**src/rotary_encoder_button_interface_macros.svh**
```systemverilog
// ----------------------------------------------------------------------------
// Rotary encoder button interface - assertion macros
// Shared concurrent assertion forms, clocked on the rising edge and
// disabled while the synchronous reset is asserted.
// ----------------------------------------------------------------------------
`ifndef ROTARY_ENCODER_BUTTON_INTERFACE_MACROS_SVH
`define ROTARY_ENCODER_BUTTON_INTERFACE_MACROS_SVH

// same-cycle implication
`define REBI_ASSERT_NOW(lbl, clk, rst_n, ante, cons, msg) \
    lbl: assert property (@(posedge clk) disable iff (!(rst_n)) (ante) |-> (cons)) \
        else $error(msg);

// next-cycle implication
`define REBI_ASSERT_NEXT(lbl, clk, rst_n, ante, cons, msg) \
    lbl: assert property (@(posedge clk) disable iff (!(rst_n)) (ante) |=> (cons)) \
        else $error(msg);

`endif

```
**src/rebi_pkg.sv**
```systemverilog
// ----------------------------------------------------------------------------
// rebi_pkg
// Types, constants and helper functions of the rotary encoder button
// interface: event and direction codes, register indexes, ring indexing.
// ----------------------------------------------------------------------------
package rebi_pkg;

    // event ring geometry
    localparam int FIFO_DEPTH = 16;
    localparam int RING_AW    = $clog2(FIFO_DEPTH);
    localparam int CODE_W     = 2;
    localparam int LEVEL_W    = 4;
    localparam int CNT_W      = 16;

    // configuration port
    localparam int CFG_AW = 3;
    localparam int CFG_DW = 16;

    localparam logic [CFG_AW-1:0] CFG_STEPS_PER_DETENT = 3'd0;
    localparam logic [CFG_AW-1:0] CFG_DEBOUNCE_MS      = 3'd1;
    localparam logic [CFG_AW-1:0] CFG_MODE_HOLD_MS     = 3'd2;
    localparam logic [CFG_AW-1:0] CFG_REBOOT_HOLD_MS   = 3'd3;
    localparam logic [CFG_AW-1:0] CFG_FACTORY_HOLD_MS  = 3'd4;

    // register reset values
    localparam logic [3:0]       RST_STEPS_PER_DETENT = 4'd4;
    localparam logic [CNT_W-1:0] RST_DEBOUNCE_MS      = 16'd50;
    localparam logic [CNT_W-1:0] RST_MODE_HOLD_MS     = 16'd1000;
    localparam logic [CNT_W-1:0] RST_REBOOT_HOLD_MS   = 16'd5000;
    localparam logic [CNT_W-1:0] RST_FACTORY_HOLD_MS  = 16'd10000;

    // event codes
    localparam logic [CODE_W-1:0] EV_RIGHT = 2'd0;
    localparam logic [CODE_W-1:0] EV_LEFT  = 2'd1;
    localparam logic [CODE_W-1:0] EV_SHORT = 2'd2;
    localparam logic [CODE_W-1:0] EV_MODE  = 2'd3;

    // turn direction codes
    localparam logic [1:0] DIR_NONE  = 2'd0;
    localparam logic [1:0] DIR_RIGHT = 2'd1;
    localparam logic [1:0] DIR_LEFT  = 2'd2;

    // quadrature step per {prev_phase, phase}: 2'b01 is +1, 2'b11 is -1
    localparam logic [1:0] STEP_TABLE [0:15] = '{
        2'b00, 2'b11, 2'b01, 2'b00,
        2'b01, 2'b00, 2'b00, 2'b11,
        2'b11, 2'b00, 2'b00, 2'b01,
        2'b00, 2'b01, 2'b11, 2'b00
    };

    // registered result word, popped code resolved at the output
    typedef struct packed {
        logic                popped_valid;
        logic                fwd_hit;
        logic [CODE_W-1:0]   fwd_code;
        logic [LEVEL_W-1:0]  fifo_level;
        logic                button_held;
        logic                held_long_enough;
        logic                reboot_warning;
        logic                factory_warning;
        logic                reboot_pulse;
        logic                factory_pulse;
        logic [1:0]          last_turn;
        logic [CNT_W-1:0]    hold_time;
    } t_result;

    // ring index advance with wrap
    function automatic logic [RING_AW-1:0] ring_next(input logic [RING_AW-1:0] idx);
        logic [RING_AW-1:0] nxt;
        if (idx == RING_AW'(FIFO_DEPTH - 1)) begin
            nxt = '0;
        end else begin
            nxt = idx + 1'b1;
        end
        return nxt;
    endfunction

    // queued events between read and write index
    function automatic logic [LEVEL_W-1:0] ring_level(input logic [RING_AW-1:0] wr,
                                                      input logic [RING_AW-1:0] rd);
        logic [RING_AW:0] diff;
        diff = {1'b0, wr} - {1'b0, rd};
        if (wr < rd) begin
            diff = diff + (RING_AW+1)'(FIFO_DEPTH);
        end
        return LEVEL_W'(diff);
    endfunction

    // saturating counter step
    function automatic logic [CNT_W-1:0] sat_inc(input logic [CNT_W-1:0] v);
        logic [CNT_W-1:0] r;
        if (v == '1) begin
            r = v;
        end else begin
            r = v + 1'b1;
        end
        return r;
    endfunction

endpackage

```
**src/rebi_ram.sv**
```systemverilog
// ----------------------------------------------------------------------------
// rebi_ram
// Simple dual-port synchronous RAM: one write port and one registered read
// port. Read during write returns the old data.
// ----------------------------------------------------------------------------
module rebi_ram #(
    parameter int WIDTH = 2,
    parameter int DEPTH = 16
) (
    input  logic                     i_clk,
    input  logic                     i_we,
    input  logic [$clog2(DEPTH)-1:0] i_waddr,
    input  logic [WIDTH-1:0]         i_wdata,
    input  logic                     i_re,
    input  logic [$clog2(DEPTH)-1:0] i_raddr,
    output logic [WIDTH-1:0]         o_rdata
);

    logic [WIDTH-1:0] mem [0:DEPTH-1];
    logic [WIDTH-1:0] r_rdata;

    // write port
    always_ff @(posedge i_clk) begin
        if (i_we) begin
            mem[i_waddr] <= i_wdata;
        end
    end

    // registered read port
    always_ff @(posedge i_clk) begin
        if (i_re) begin
            r_rdata <= mem[i_raddr];
        end
    end

    assign o_rdata = r_rdata;

endmodule

```
**src/rotary_encoder_button_interface.sv**
```systemverilog
// Output: a word's result enters the output register on the edge that accepts it.
// Throughput: one word per cycle unless the output stalls; a word queuing both a turn and a
//   button event stalls the input for its second write, as the ring RAM has one write port.
// Reset: synchronous, active low; indexes, counters, flags and config return to their
//   initial values. Ring contents are not cleared; entries are read only after being written.
// ----------------------------------------------------------------------------
// rotary_encoder_button_interface
// Quadrature decoder with detent accumulator, debounced push button with hold
// classification, and an event ring held in a synchronous RAM.
// ----------------------------------------------------------------------------
`include "rotary_encoder_button_interface_macros.svh"

module rotary_encoder_button_interface (
    input  logic                                i_clk,
    input  logic                                i_rst_n,
    // configuration write port
    input  logic                                i_cfg_we,
    input  logic [rebi_pkg::CFG_AW-1:0]         i_cfg_addr,
    input  logic [rebi_pkg::CFG_DW-1:0]         i_cfg_wdata,
    // input channel
    input  logic                                i_valid,
    output logic                                o_stall,
    input  logic                                i_a_level,
    input  logic                                i_b_level,
    input  logic                                i_button_level,
    input  logic                                i_pop_request,
    input  logic                                i_clear_request,
    input  logic                                i_mode_mark,
    // output channel
    output logic                                o_valid,
    input  logic                                i_stall,
    output logic                                o_popped_valid,
    output logic [rebi_pkg::CODE_W-1:0]         o_popped_code,
    output logic [rebi_pkg::LEVEL_W-1:0]        o_fifo_level,
    output logic                                o_button_held,
    output logic                                o_held_long_enough,
    output logic                                o_reboot_warning,
    output logic                                o_factory_warning,
    output logic                                o_reboot_pulse,
    output logic                                o_factory_pulse,
    output logic [1:0]                          o_last_turn,
    output logic [rebi_pkg::CNT_W-1:0]          o_hold_time
);

    // configuration registers
    logic [3:0]                      r_cfg_steps;
    logic [rebi_pkg::CNT_W-1:0]      r_cfg_debounce;
    logic [rebi_pkg::CNT_W-1:0]      r_cfg_mode_hold;
    logic [rebi_pkg::CNT_W-1:0]      r_cfg_reboot_hold;
    logic [rebi_pkg::CNT_W-1:0]      r_cfg_factory_hold;

    // encoder state
    logic [1:0]                      r_prev_phase, n_prev_phase;
    logic signed [4:0]               r_accum, n_accum;
    logic [1:0]                      r_last_dir, n_last_dir;

    // ring indexes
    logic [rebi_pkg::RING_AW-1:0]    r_wr_idx, n_wr_idx;
    logic [rebi_pkg::RING_AW-1:0]    r_rd_idx, n_rd_idx;

    // button state
    logic                            r_prev_button;
    logic [rebi_pkg::CNT_W-1:0]      r_since, n_since;
    logic [rebi_pkg::CNT_W-1:0]      r_hold, n_hold;
    logic                            r_press, n_press;
    logic                            r_mode, n_mode;
    logic                            r_rwarn, n_rwarn;
    logic                            r_fwarn, n_fwarn;

    // deferred second ring write
    logic                            r_pend_valid;
    logic [rebi_pkg::RING_AW-1:0]    r_pend_addr;
    logic [rebi_pkg::CODE_W-1:0]     r_pend_code;

    // output register
    logic                            r_out_valid;
    rebi_pkg::t_result               r_out, n_out;

    // handshake
    logic                            in_accept;
    logic                            out_accept;

    // tick datapath
    logic [1:0]                      phase;
    logic [3:0]                      spd;
    logic signed [4:0]               spd_s;
    logic [1:0]                      step;
    logic signed [4:0]               acc_sum;
    logic                            want_a, want_b, push_a, push_b;
    logic [rebi_pkg::CODE_W-1:0]     code_a, code_b;
    logic [rebi_pkg::RING_AW-1:0]    wr_mid;
    logic                            held;
    logic                            edge_ok;
    logic                            rpulse, fpulse;
    logic                            pop_ok;

    // ring RAM port
    logic                            ram_we;
    logic [rebi_pkg::RING_AW-1:0]    ram_waddr;
    logic [rebi_pkg::CODE_W-1:0]     ram_wdata;
    logic [rebi_pkg::CODE_W-1:0]     ram_rdata;

    // hold the input while the second ring write drains or the output is full
    assign o_stall    = r_pend_valid || (r_out_valid && i_stall);
    assign in_accept  = i_valid && !o_stall;
    assign out_accept = r_out_valid && !i_stall;

    // configuration writes
    always_ff @(posedge i_clk) begin
        if (!i_rst_n) begin
            r_cfg_steps        <= rebi_pkg::RST_STEPS_PER_DETENT;
            r_cfg_debounce     <= rebi_pkg::RST_DEBOUNCE_MS;
            r_cfg_mode_hold    <= rebi_pkg::RST_MODE_HOLD_MS;
            r_cfg_reboot_hold  <= rebi_pkg::RST_REBOOT_HOLD_MS;
            r_cfg_factory_hold <= rebi_pkg::RST_FACTORY_HOLD_MS;
        end else if (i_cfg_we) begin
            case (i_cfg_addr)
                rebi_pkg::CFG_STEPS_PER_DETENT: r_cfg_steps        <= i_cfg_wdata[3:0];
                rebi_pkg::CFG_DEBOUNCE_MS:      r_cfg_debounce     <= i_cfg_wdata;
                rebi_pkg::CFG_MODE_HOLD_MS:     r_cfg_mode_hold    <= i_cfg_wdata;
                rebi_pkg::CFG_REBOOT_HOLD_MS:   r_cfg_reboot_hold  <= i_cfg_wdata;
                rebi_pkg::CFG_FACTORY_HOLD_MS:  r_cfg_factory_hold <= i_cfg_wdata;
                default: ;
            endcase
        end
    end

    // one tick of encoder, button and queue update
    always_comb begin
        phase  = {i_a_level, i_b_level};
        spd    = (r_cfg_steps == 4'd0) ? 4'd1 : r_cfg_steps;
        spd_s  = signed'({1'b0, spd});
        step   = rebi_pkg::STEP_TABLE[{r_prev_phase, phase}];
        acc_sum = r_accum + signed'({{3{step[1]}}, step});

        n_prev_phase = r_prev_phase;
        n_accum      = r_accum;
        n_last_dir   = r_last_dir;
        want_a       = 1'b0;
        code_a       = rebi_pkg::EV_RIGHT;

        // quadrature step and detent
        if (phase != r_prev_phase) begin
            n_prev_phase = phase;
            n_accum      = acc_sum;
            if (acc_sum >= spd_s) begin
                want_a     = 1'b1;
                code_a     = rebi_pkg::EV_RIGHT;
                n_last_dir = rebi_pkg::DIR_RIGHT;
                n_accum    = '0;
            end else if (acc_sum <= -spd_s) begin
                want_a     = 1'b1;
                code_a     = rebi_pkg::EV_LEFT;
                n_last_dir = rebi_pkg::DIR_LEFT;
                n_accum    = '0;
            end
        end

        push_a = want_a && (rebi_pkg::ring_next(r_wr_idx) != r_rd_idx);
        wr_mid = push_a ? rebi_pkg::ring_next(r_wr_idx) : r_wr_idx;

        // time counters
        n_mode  = r_mode || i_mode_mark;
        n_since = rebi_pkg::sat_inc(r_since);
        n_hold  = r_press ? rebi_pkg::sat_inc(r_hold) : r_hold;
        n_press = r_press;
        n_rwarn = r_rwarn;
        n_fwarn = r_fwarn;
        held    = !i_button_level && r_press;
        rpulse  = 1'b0;
        fpulse  = 1'b0;
        want_b  = 1'b0;
        code_b  = rebi_pkg::EV_SHORT;

        // hold warnings, factory first
        if (held) begin
            if (n_mode) begin
                n_rwarn = 1'b0;
                n_fwarn = 1'b0;
            end else if (n_hold >= r_cfg_factory_hold && !r_fwarn) begin
                n_fwarn = 1'b1;
            end else if (n_hold >= r_cfg_reboot_hold && !r_rwarn) begin
                n_rwarn = 1'b1;
            end
        end

        // debounced press and release
        edge_ok = (i_button_level != r_prev_button) && (n_since > r_cfg_debounce);
        if (edge_ok) begin
            if (!i_button_level) begin
                n_press = 1'b1;
                held    = 1'b1;
                n_hold  = '0;
                n_mode  = 1'b0;
                n_rwarn = 1'b0;
                n_fwarn = 1'b0;
                n_since = '0;
            end else if (r_press) begin
                if (n_mode) begin
                    want_b = 1'b1;
                    code_b = rebi_pkg::EV_MODE;
                end else if (n_hold >= r_cfg_factory_hold) begin
                    fpulse = 1'b1;
                end else if (n_hold >= r_cfg_reboot_hold) begin
                    rpulse = 1'b1;
                end else begin
                    want_b = 1'b1;
                    code_b = rebi_pkg::EV_SHORT;
                end
                n_press = 1'b0;
                held    = 1'b0;
                n_mode  = 1'b0;
                n_rwarn = 1'b0;
                n_fwarn = 1'b0;
                n_since = '0;
            end
        end

        push_b   = want_b && (rebi_pkg::ring_next(wr_mid) != r_rd_idx);
        n_wr_idx = push_b ? rebi_pkg::ring_next(wr_mid) : wr_mid;

        // pop then clear
        pop_ok   = i_pop_request && (r_rd_idx != n_wr_idx);
        n_rd_idx = pop_ok ? rebi_pkg::ring_next(r_rd_idx) : r_rd_idx;
        if (i_clear_request) begin
            n_rd_idx = n_wr_idx;
        end

        // result word, with forwarding of an entry written in this tick
        n_out.popped_valid     = pop_ok;
        n_out.fwd_hit          = (push_a && (r_wr_idx == r_rd_idx))
                              || (push_b && (wr_mid == r_rd_idx));
        n_out.fwd_code         = (push_a && (r_wr_idx == r_rd_idx)) ? code_a : code_b;
        n_out.fifo_level       = rebi_pkg::ring_level(n_wr_idx, n_rd_idx);
        n_out.button_held      = held;
        n_out.held_long_enough = held && (n_hold >= r_cfg_mode_hold);
        n_out.reboot_warning   = n_rwarn;
        n_out.factory_warning  = n_fwarn;
        n_out.reboot_pulse     = rpulse;
        n_out.factory_pulse    = fpulse;
        n_out.last_turn        = n_last_dir;
        n_out.hold_time        = held ? n_hold : '0;
    end

    // ring write port: deferred write first, else this tick's first push
    always_comb begin
        ram_we    = 1'b0;
        ram_waddr = r_pend_addr;
        ram_wdata = r_pend_code;
        if (r_pend_valid) begin
            ram_we = 1'b1;
        end else if (in_accept && push_a) begin
            ram_we    = 1'b1;
            ram_waddr = r_wr_idx;
            ram_wdata = code_a;
        end else if (in_accept && push_b) begin
            ram_we    = 1'b1;
            ram_waddr = wr_mid;
            ram_wdata = code_b;
        end
    end

    // event ring storage
    rebi_ram #(
        .WIDTH (rebi_pkg::CODE_W),
        .DEPTH (rebi_pkg::FIFO_DEPTH)
    ) u_ring (
        .i_clk   (i_clk),
        .i_we    (ram_we),
        .i_waddr (ram_waddr),
        .i_wdata (ram_wdata),
        .i_re    (in_accept),
        .i_raddr (r_rd_idx),
        .o_rdata (ram_rdata)
    );

    // state update on accepted word
    always_ff @(posedge i_clk) begin
        if (!i_rst_n) begin
            r_prev_phase  <= 2'b11;
            r_accum       <= '0;
            r_last_dir    <= rebi_pkg::DIR_NONE;
            r_wr_idx      <= '0;
            r_rd_idx      <= '0;
            r_prev_button <= 1'b1;
            r_since       <= '1;
            r_hold        <= '0;
            r_press       <= 1'b0;
            r_mode        <= 1'b0;
            r_rwarn       <= 1'b0;
            r_fwarn       <= 1'b0;
        end else if (in_accept) begin
            r_prev_phase  <= n_prev_phase;
            r_accum       <= n_accum;
            r_last_dir    <= n_last_dir;
            r_wr_idx      <= n_wr_idx;
            r_rd_idx      <= n_rd_idx;
            r_prev_button <= i_button_level;
            r_since       <= n_since;
            r_hold        <= n_hold;
            r_press       <= n_press;
            r_mode        <= n_mode;
            r_rwarn       <= n_rwarn;
            r_fwarn       <= n_fwarn;
        end
    end

    // second push of a tick is written from the pending register in the next cycle
    always_ff @(posedge i_clk) begin
        if (!i_rst_n) begin
            r_pend_valid <= 1'b0;
        end else if (in_accept && push_a && push_b) begin
            r_pend_valid <= 1'b1;
        end else begin
            r_pend_valid <= 1'b0;
        end
    end

    always_ff @(posedge i_clk) begin
        if (in_accept && push_a && push_b) begin
            r_pend_addr <= wr_mid;
            r_pend_code <= code_b;
        end
    end

    // output register
    always_ff @(posedge i_clk) begin
        if (!i_rst_n) begin
            r_out_valid <= 1'b0;
        end else if (in_accept) begin
            r_out_valid <= 1'b1;
        end else if (out_accept) begin
            r_out_valid <= 1'b0;
        end
    end

    always_ff @(posedge i_clk) begin
        if (in_accept) begin
            r_out <= n_out;
        end
    end

    // output word
    assign o_valid            = r_out_valid;
    assign o_popped_valid     = r_out.popped_valid;
    assign o_popped_code      = !r_out.popped_valid ? rebi_pkg::EV_RIGHT
                              : (r_out.fwd_hit ? r_out.fwd_code : ram_rdata);
    assign o_fifo_level       = r_out.fifo_level;
    assign o_button_held      = r_out.button_held;
    assign o_held_long_enough = r_out.held_long_enough;
    assign o_reboot_warning   = r_out.reboot_warning;
    assign o_factory_warning  = r_out.factory_warning;
    assign o_reboot_pulse     = r_out.reboot_pulse;
    assign o_factory_pulse    = r_out.factory_pulse;
    assign o_last_turn        = r_out.last_turn;
    assign o_hold_time        = r_out.hold_time;

    // checks
    `REBI_ASSERT_NOW(a_pend_blocks_input, i_clk, i_rst_n, r_pend_valid, o_stall, "deferred ring write did not hold the input")
    `REBI_ASSERT_NEXT(a_pend_one_cycle, i_clk, i_rst_n, r_pend_valid, !r_pend_valid, "deferred ring write lasted more than one cycle")
    `REBI_ASSERT_NOW(a_pulses_exclusive, i_clk, i_rst_n, o_valid, !(o_reboot_pulse && o_factory_pulse), "reboot and factory pulse together")
    `REBI_ASSERT_NOW(a_hold_time_held, i_clk, i_rst_n, o_valid && (o_hold_time != '0), o_button_held, "hold time shown without a held button")
    `REBI_ASSERT_NOW(a_long_needs_held, i_clk, i_rst_n, o_valid && o_held_long_enough, o_button_held, "long hold flagged without a held button")

endmodule

```
**config.mk**
```make
export PLATFORM = sky130hd
export DESIGN_NAME = rotary_encoder_button_interface
export DESIGN_NICKNAME = d
export VERILOG_FILES = /design/src/rebi_pkg.sv /design/src/rebi_ram.sv /design/src/rotary_encoder_button_interface.sv
export VERILOG_INCLUDE_DIRS = /design/src /design/src/src
export SDC_FILE = /design/constraint.sdc
export NUM_CORES = 1
export LEC_CHECK = 0
export BUFFER_PORTS_ARGS = -buffer_cell sky130_fd_sc_hd__buf_4
export CAP_MARGIN = 30
export CORE_ASPECT_RATIO = 1.2
export CORE_MARGIN = 3
export CORE_UTILIZATION = 40
export DETAILED_ROUTE_END_ITERATION = 10
export PLACE_DENSITY_LB_ADDON = 0.25
export SYNTH_ARGS = -nofsm -noshare
export SYNTH_HDL_FRONTEND = slang
export SYNTH_HIERARCHICAL = 1
export SYNTH_SLANG_ARGS = --single-unit
```
**constraint.sdc**
```tcl
create_clock -name i_clk -period 6.4 [get_ports i_clk]
set_clock_uncertainty 0.1 [all_clocks]
set_input_delay 0.64 -clock i_clk [delete_from_list [all_inputs] [get_ports i_clk]]
set_output_delay 0.64 -clock i_clk [all_outputs]
set_load 0.1 [all_outputs]
```
After elaboration in Yosys (flattened, before gate mapping)
Memory sizes are Yosys's and may differ from the RTL's. A register that Yosys moved wholly into a read port is not among the register bits.
Cells that the tools add are included.

cells by class
  add/subtract/negate cells = 9
  magnitude comparators = 8
  equal/unequal tests = 16
  mux-type cells = 79
  bitwise gates (word level) = 4
  reductions and logical operators = 36

operator list
  operator                 count
  $mux W16                 8
  $ge A16 B16 Y1           3
  $mux W4                  12
  $mux W1                  46
  $add A16 B1 Y16 const B  2
  $eq A16 B16 Y1 const B   2
  $mux W2                  11
  $add A4 B1 Y4 const B    4
  $gt A16 B16 Y1           1
  $logic_and A1 B1 Y1      16
  $reduce_and A2 Y1        7
  $eq A4 B4 Y1 const B     3
  $ne A4 B4 Y1             3
  $mux W5                  2
  $eq A4 B4 Y1             2
  $eq A3 B2 Y1 const B     2
  $add A5 B2 Y5            1
  $ge A5 B5 Y1             1
  $ge A5 B5 Y1 const B     1
  $le A5 B5 Y1             1
  $logic_not A1 Y1         5
  $neg A4 Y5               1
  $not A4 Y5               1
  $reduce_or A5 Y1         1
  other kinds (12)         16

storage, ports and cells
  register bits = 162
  memory bits (writable) = 32
  ROM bits = 32
  input bits = 30
  output and inout bits = 33
  word-level logic and storage cells = 187
  memories = 2

memories
  memory            depth  width  rd ports  clocked after memory_dff  write ports  RTL line                                text
  (name not given)  16     2      1         0                         0            rotary_encoder_button_interface.sv:133  step = rebi_pkg::STEP_TABLE[{r_prev_phase, phase}];
  u_ring.mem        16     2      1         1                         1            rebi_ram.sv:19                          logic [WIDTH-1:0] mem [0:DEPTH-1];

Depth between registers and ports, before layout
  depth after elaboration = 23
  mapped depth = 34
  depth with buffers taken out = 33

Cells and area by module
The synthesis kept the hierarchy.

by module, submodules not included
  module                           times used  cells each  area an instance (um2)  sequential area each (um2)
  rotary_encoder_button_interface  1           1190        9821.9                  3593.4
  rebi_ram                         1           78          1400.1                  1021.0

Least setup slack after synthesis
OpenSTA, ideal clock, no wires.

  path type = input -> register
  start = in i_a_level
  end = mem u_ring.mem[0][0] (enable)
  library setup time = 0.329 ns
  data arrival time = 6.426 ns
  data required time = 5.971 ns
  path slack = -0.454 ns
  cell stages on the path = 27
  path buffers = 1
  cell sequence = inv_1 > ha_1 > xnor2_1 > xnor2_1 > ha_1 > inv_1 > fa_1 > nor2b_1 > o21ai_0 > nand4_1 > or2b_1 > ha_1 > nor3b_1 > a21oi_1 > a21oi_1 > buf_4 > mux2_2 > ha_1 > a21oi_1 > mux2i_1 > a211o_2 > o211ai_4 > a21oi_2 > o21ai_1 > mux2_2 > or3b_2 > nor3_1

between the ends
  elaborated cells on any way between the ends = 28
  classes of those cells = add/sub (2); order compare (2); eq/ne (3); mux (15); bitwise (1); reduce/logical (4); memory (1)

RTL lines
  item                                        RTL line                                text
  from (decl)                                 rotary_encoder_button_interface.sv:23   input logic i_a_level,
  $not A4 Y5 (not written as such)            rotary_encoder_button_interface.sv:133
  $mem_v2 Z16 W2                              -
  $mux W2 (not written as such) (2 in a row)  rotary_encoder_button_interface.sv:133
  $add A5 B2 Y5                               rotary_encoder_button_interface.sv:134  acc_sum = r_accum + signed'({{3{step[1]}}, step});
  $le A5 B5 Y1                                rotary_encoder_button_interface.sv:151  end else if (acc_sum <= -spd_s) begin
  $mux W1                                     rotary_encoder_button_interface.sv:151
  $mux W1                                     rotary_encoder_button_interface.sv:146  if (acc_sum >= spd_s) begin
  $mux W1 (*)                                 rotary_encoder_button_interface.sv:143  if (phase != r_prev_phase) begin
  [... 2 more ...]                            -
  named net wr_mid, one bit                   rotary_encoder_button_interface.sv:91   logic [rebi_pkg::RING_AW-1:0] wr_mid;
  [... 1 more ...]                            -
  $mux W4 (*)                                 rebi_pkg.sv:70                          if (idx == RING_AW'(FIFO_DEPTH - 1)) begin
  $ne A4 B4 Y1 (*)                            rotary_encoder_button_interface.sv:219  push_b = want_b && (rebi_pkg::ring_next(wr_mid) != r_rd_idx);
  $logic_and A1 B1 Y1 (*)                     rotary_encoder_button_interface.sv:219
  $logic_and A1 B1 Y1 (*)                     rotary_encoder_button_interface.sv:256  end else if (in_accept && push_b) begin
  $mux W4 (*)                                 rotary_encoder_button_interface.sv:256
  $mux W4 (*)                                 rotary_encoder_button_interface.sv:252  end else if (in_accept && push_a) begin
  $mux W4 (*)                                 rotary_encoder_button_interface.sv:250  if (r_pend_valid) begin
  named net ram_waddr, one bit                rotary_encoder_button_interface.sv:99   logic [rebi_pkg::RING_AW-1:0] ram_waddr;
  to (decl)                                   rebi_ram.sv:19

Mark *: on every way through the listed nets, which the timed path passes. The rest lies on a longest branch. The select of a mux whose other input is x is not followed.

==> flow_summary.toml <==
[worst_setup_path]
cp_num_buf_inv = 4
critPathMaxStageDelay_ps = 370
startpoint = "i_a_level"
arrival_ps = 6190
reg2reg_from = "r_prev_phase[1]"
required_ps = 6490
path_max_fanout = 6
rr_worst_depth = 28
r2r-end = "o_fifo_level[2]"
cp-start-kind = "primary input"
crit_cells = 32
rrSetupSlack_ps = 350
endpoint = "o_fifo_level[2]"
crit_type = "primary input to register"
end_kind = "register"
crit_family = "adder cells"
cp_slowest_cell = "fa_2"

[sta]
relSlewSlack_pct = 37.3
report.final.slew_viol_count = 0
fin_crit_ps = 6100
hold_slack_ps = 358
setup_viol = 0
fmax_ghz = 0.164
fin_crit_sh_pct = 95.3
tightest_slew_ps = 941
hold_violations = 0

[grt]
grt_pass1_wl_mm = 45.4
grt_max_degree = 69
antenna_found_initial = 0
grt.overflow.total = 0
grt_pass1_vias = 8951
grt.total_usage_pct = 18.7

[die]
row_count = 66
die_x_um = 159
dieArea_mm2 = 0.0301
core_mm2 = 0.0273
ios = 63
start_util_pct = 41.1
die_y_um = 189

[clock_network]
cts_root_buf = "clkbuf_16"
worst_skew_pair.late_latency_ps = 440
numCtsBuffers = 17
clock_sinks = 195
cts_tree = "yes"
htreeDepth = 4
cts.clk_slew.worst_paths_ps = 80
cts_max_path_buffers = 2
cts_hold_buf = 0

[logic_synthesis]
synthCells = 1268
ys_warn_count = 6
synth_area_mm2 = 0.0112
async_reset_ff_share_pct = 0
synthDistinctLibCells = 81
avgSynthCellArea_um2 = 8.85
syn_nets = 1389
synth_seq_cells = 195
synth_seq_area_share_pct = 41.1
synth-edff-count = 71
synthFlopType = "dfxtp_1"

[placement]
dpl.hpwl_mm = 20.1
gp_congestion = 0.862
io_buffer_count = 62

[routing]
antenna_left = 0
drt-pass1-iter-count = 5
via_per_inst = 5.17
drt-initial-drc-count = 518
wl_per_cell_um = 16.1
num_vias = 8964
remaining_drc_errors = 0
wl_mm = 27.8

[finish]
fillCellCount = 2663
final_util_pct = 48.0
diodes = 0
final_nets = 1468
drive_gt1_share_pct = 18.1
syn_to_final_growth_pct = 17.0

[flow_run]
max_cap_viol_count = 0

[pwr]
peakVddDrop_uv = 144
finalPower_uw = 3600
power.density_mw_per_mm2 = 274
p_leak_uw = 0.00550

[status]
status = "complete, no violations"

[hold_path]
worstHoldStart = "r_cfg_mode_hold[4]"
holdCritPathClass = "register to register"
-- per-layer routing --
metal | routed length, um | share of wire [%] | vias to the layer above | GRT usage (%)
li1 | - | - | 4526 | -
met1 | 12700 | 46 | 4244 | 23.7
met2 | 13800 | 50 | 161 | 33.5
met3 | 902 | 3.2 | 33 | 2.80
met4 | 400 | 1.4 | 0 | 5.15
met5 | 0 | 0 | - | 0
-- timing repair --
action                     in CTS  in global routing
buffers inserted                0                  6
gates resized for setup         0                 29
setup endpoints to repair       0                  8
-- worst register-to-register path: cells and delay by family, from the launching register on --
family                   cells  cell delay [ps]
AO/OA/AOI/OAI               12             1790
buffers and inverters        2              120
AND/OR/NAND/NOR              3              930
XOR/XNOR                     2              270
multiplexers                 4              910
flip-flops                   1              420
adder cells (fa/ha/maj)      5             1290
-- cells in the mapped netlist (19+ instances only) --
cell | instances | area, um^2
nor2_1 | 121 | 454
ha_1 | 89 | 1110
dfxtp_1 | 124 | 2480
nand3_1 | 24 | 120
nand2_1 | 196 | 736
nor3_1 | 21 | 105
o211ai_1 | 23 | 173
buf_4 | 23 | 173
o21ai_0 | 28 | 140
a21o_1 | 22 | 165
inv_1 | 114 | 428
edfxtp_1 | 71 | 2130
xnor2_1 | 30 | 263
clkbuf_1 | 46 | 173
a21oi_1 | 107 | 536
nor2b_1 | 19 | 119
-- power breakdown --
part	total, uW	leakage (uW)	switching, uW	internal, uW
Clock	1060	0.000277	501	559
Sequential	1420	0.00168	45.3	1380
Combinational	1120	0.00355	680	437
Total	3600	0.00550	1230	2370
-- layout make-up --
class	instances	area, um^2	area share, %
clock buffers	21	450	3.43
clock inverters	11	118	0.896
inverters	116	453	3.45
multi-input cells	879	5930	45.2
flip-flops and latches	195	4620	35.2
well taps	374	468	3.56
repair buffers	138	1080	8.25
-- metrics by stage --
stage          cells  cell area, um^2  worst slack [ps]  setup TNS, ps
2_1_floorplan   1268            11300             -46.5          -46.5
3_3_place_gp    1694            12400              -246          -1790
3_5_place_dp    1696            12400              -382          -4010
4_1_cts         1728            13000              87.0              0
5_1_grt         1734            13100             -2.65          -2.65
6_report        1734            13100               298              0
-- worst min path at each step --
stage	end	slack (ps)	cells after the start
floorplan	r_cfg_debounce[10]	340	2
global placement	r_cfg_reboot_hold[5]	340	2
detailed placement	r_cfg_debounce[2]	350	2
CTS	r_press	340	2
global route	r_cfg_reboot_hold[15]	360	3
finish	r_cfg_mode_hold[4]	360	2
-- sequential cells by signal (all words and copies together) (netlist names), 5 cells and up --
signal / flops
u_ring/mem: 32
r_since: 16
r_accum: 5
r_cfg_factory_hold: 16
o_hold_time: 16
r_hold: 16
r_cfg_reboot_hold: 16
r_cfg_debounce: 16
r_cfg_mode_hold: 16
-- layout by cell type, fill, tap and decap left out, drive strengths merged, types with 23 or more instances in the layout --
cell	instances
o21ai	34
xnor2	30
inv	122
dfxtp	124
o211ai	24
a21oi	109
edfxtp	71
nor2	121
buf	138
ha	89
a21o	23
nand3	24
nand2	197
-- logic make-up after synthesis --
| family | count (synthesis) | synth area share [%] |
|---|---|---|
| simple gates | 446 | 17.6 |
| compound gates | 263 | 15.6 |
| flops | 195 | 41.1 |
| buf+inv | 194 | 7.57 |
| fa+ha+maj | 91 | 10.3 |
| xor+xnor | 48 | 3.88 |
| mux | 31 | 3.96 |
Note: power is estimated with default switching activity, not from simulation.
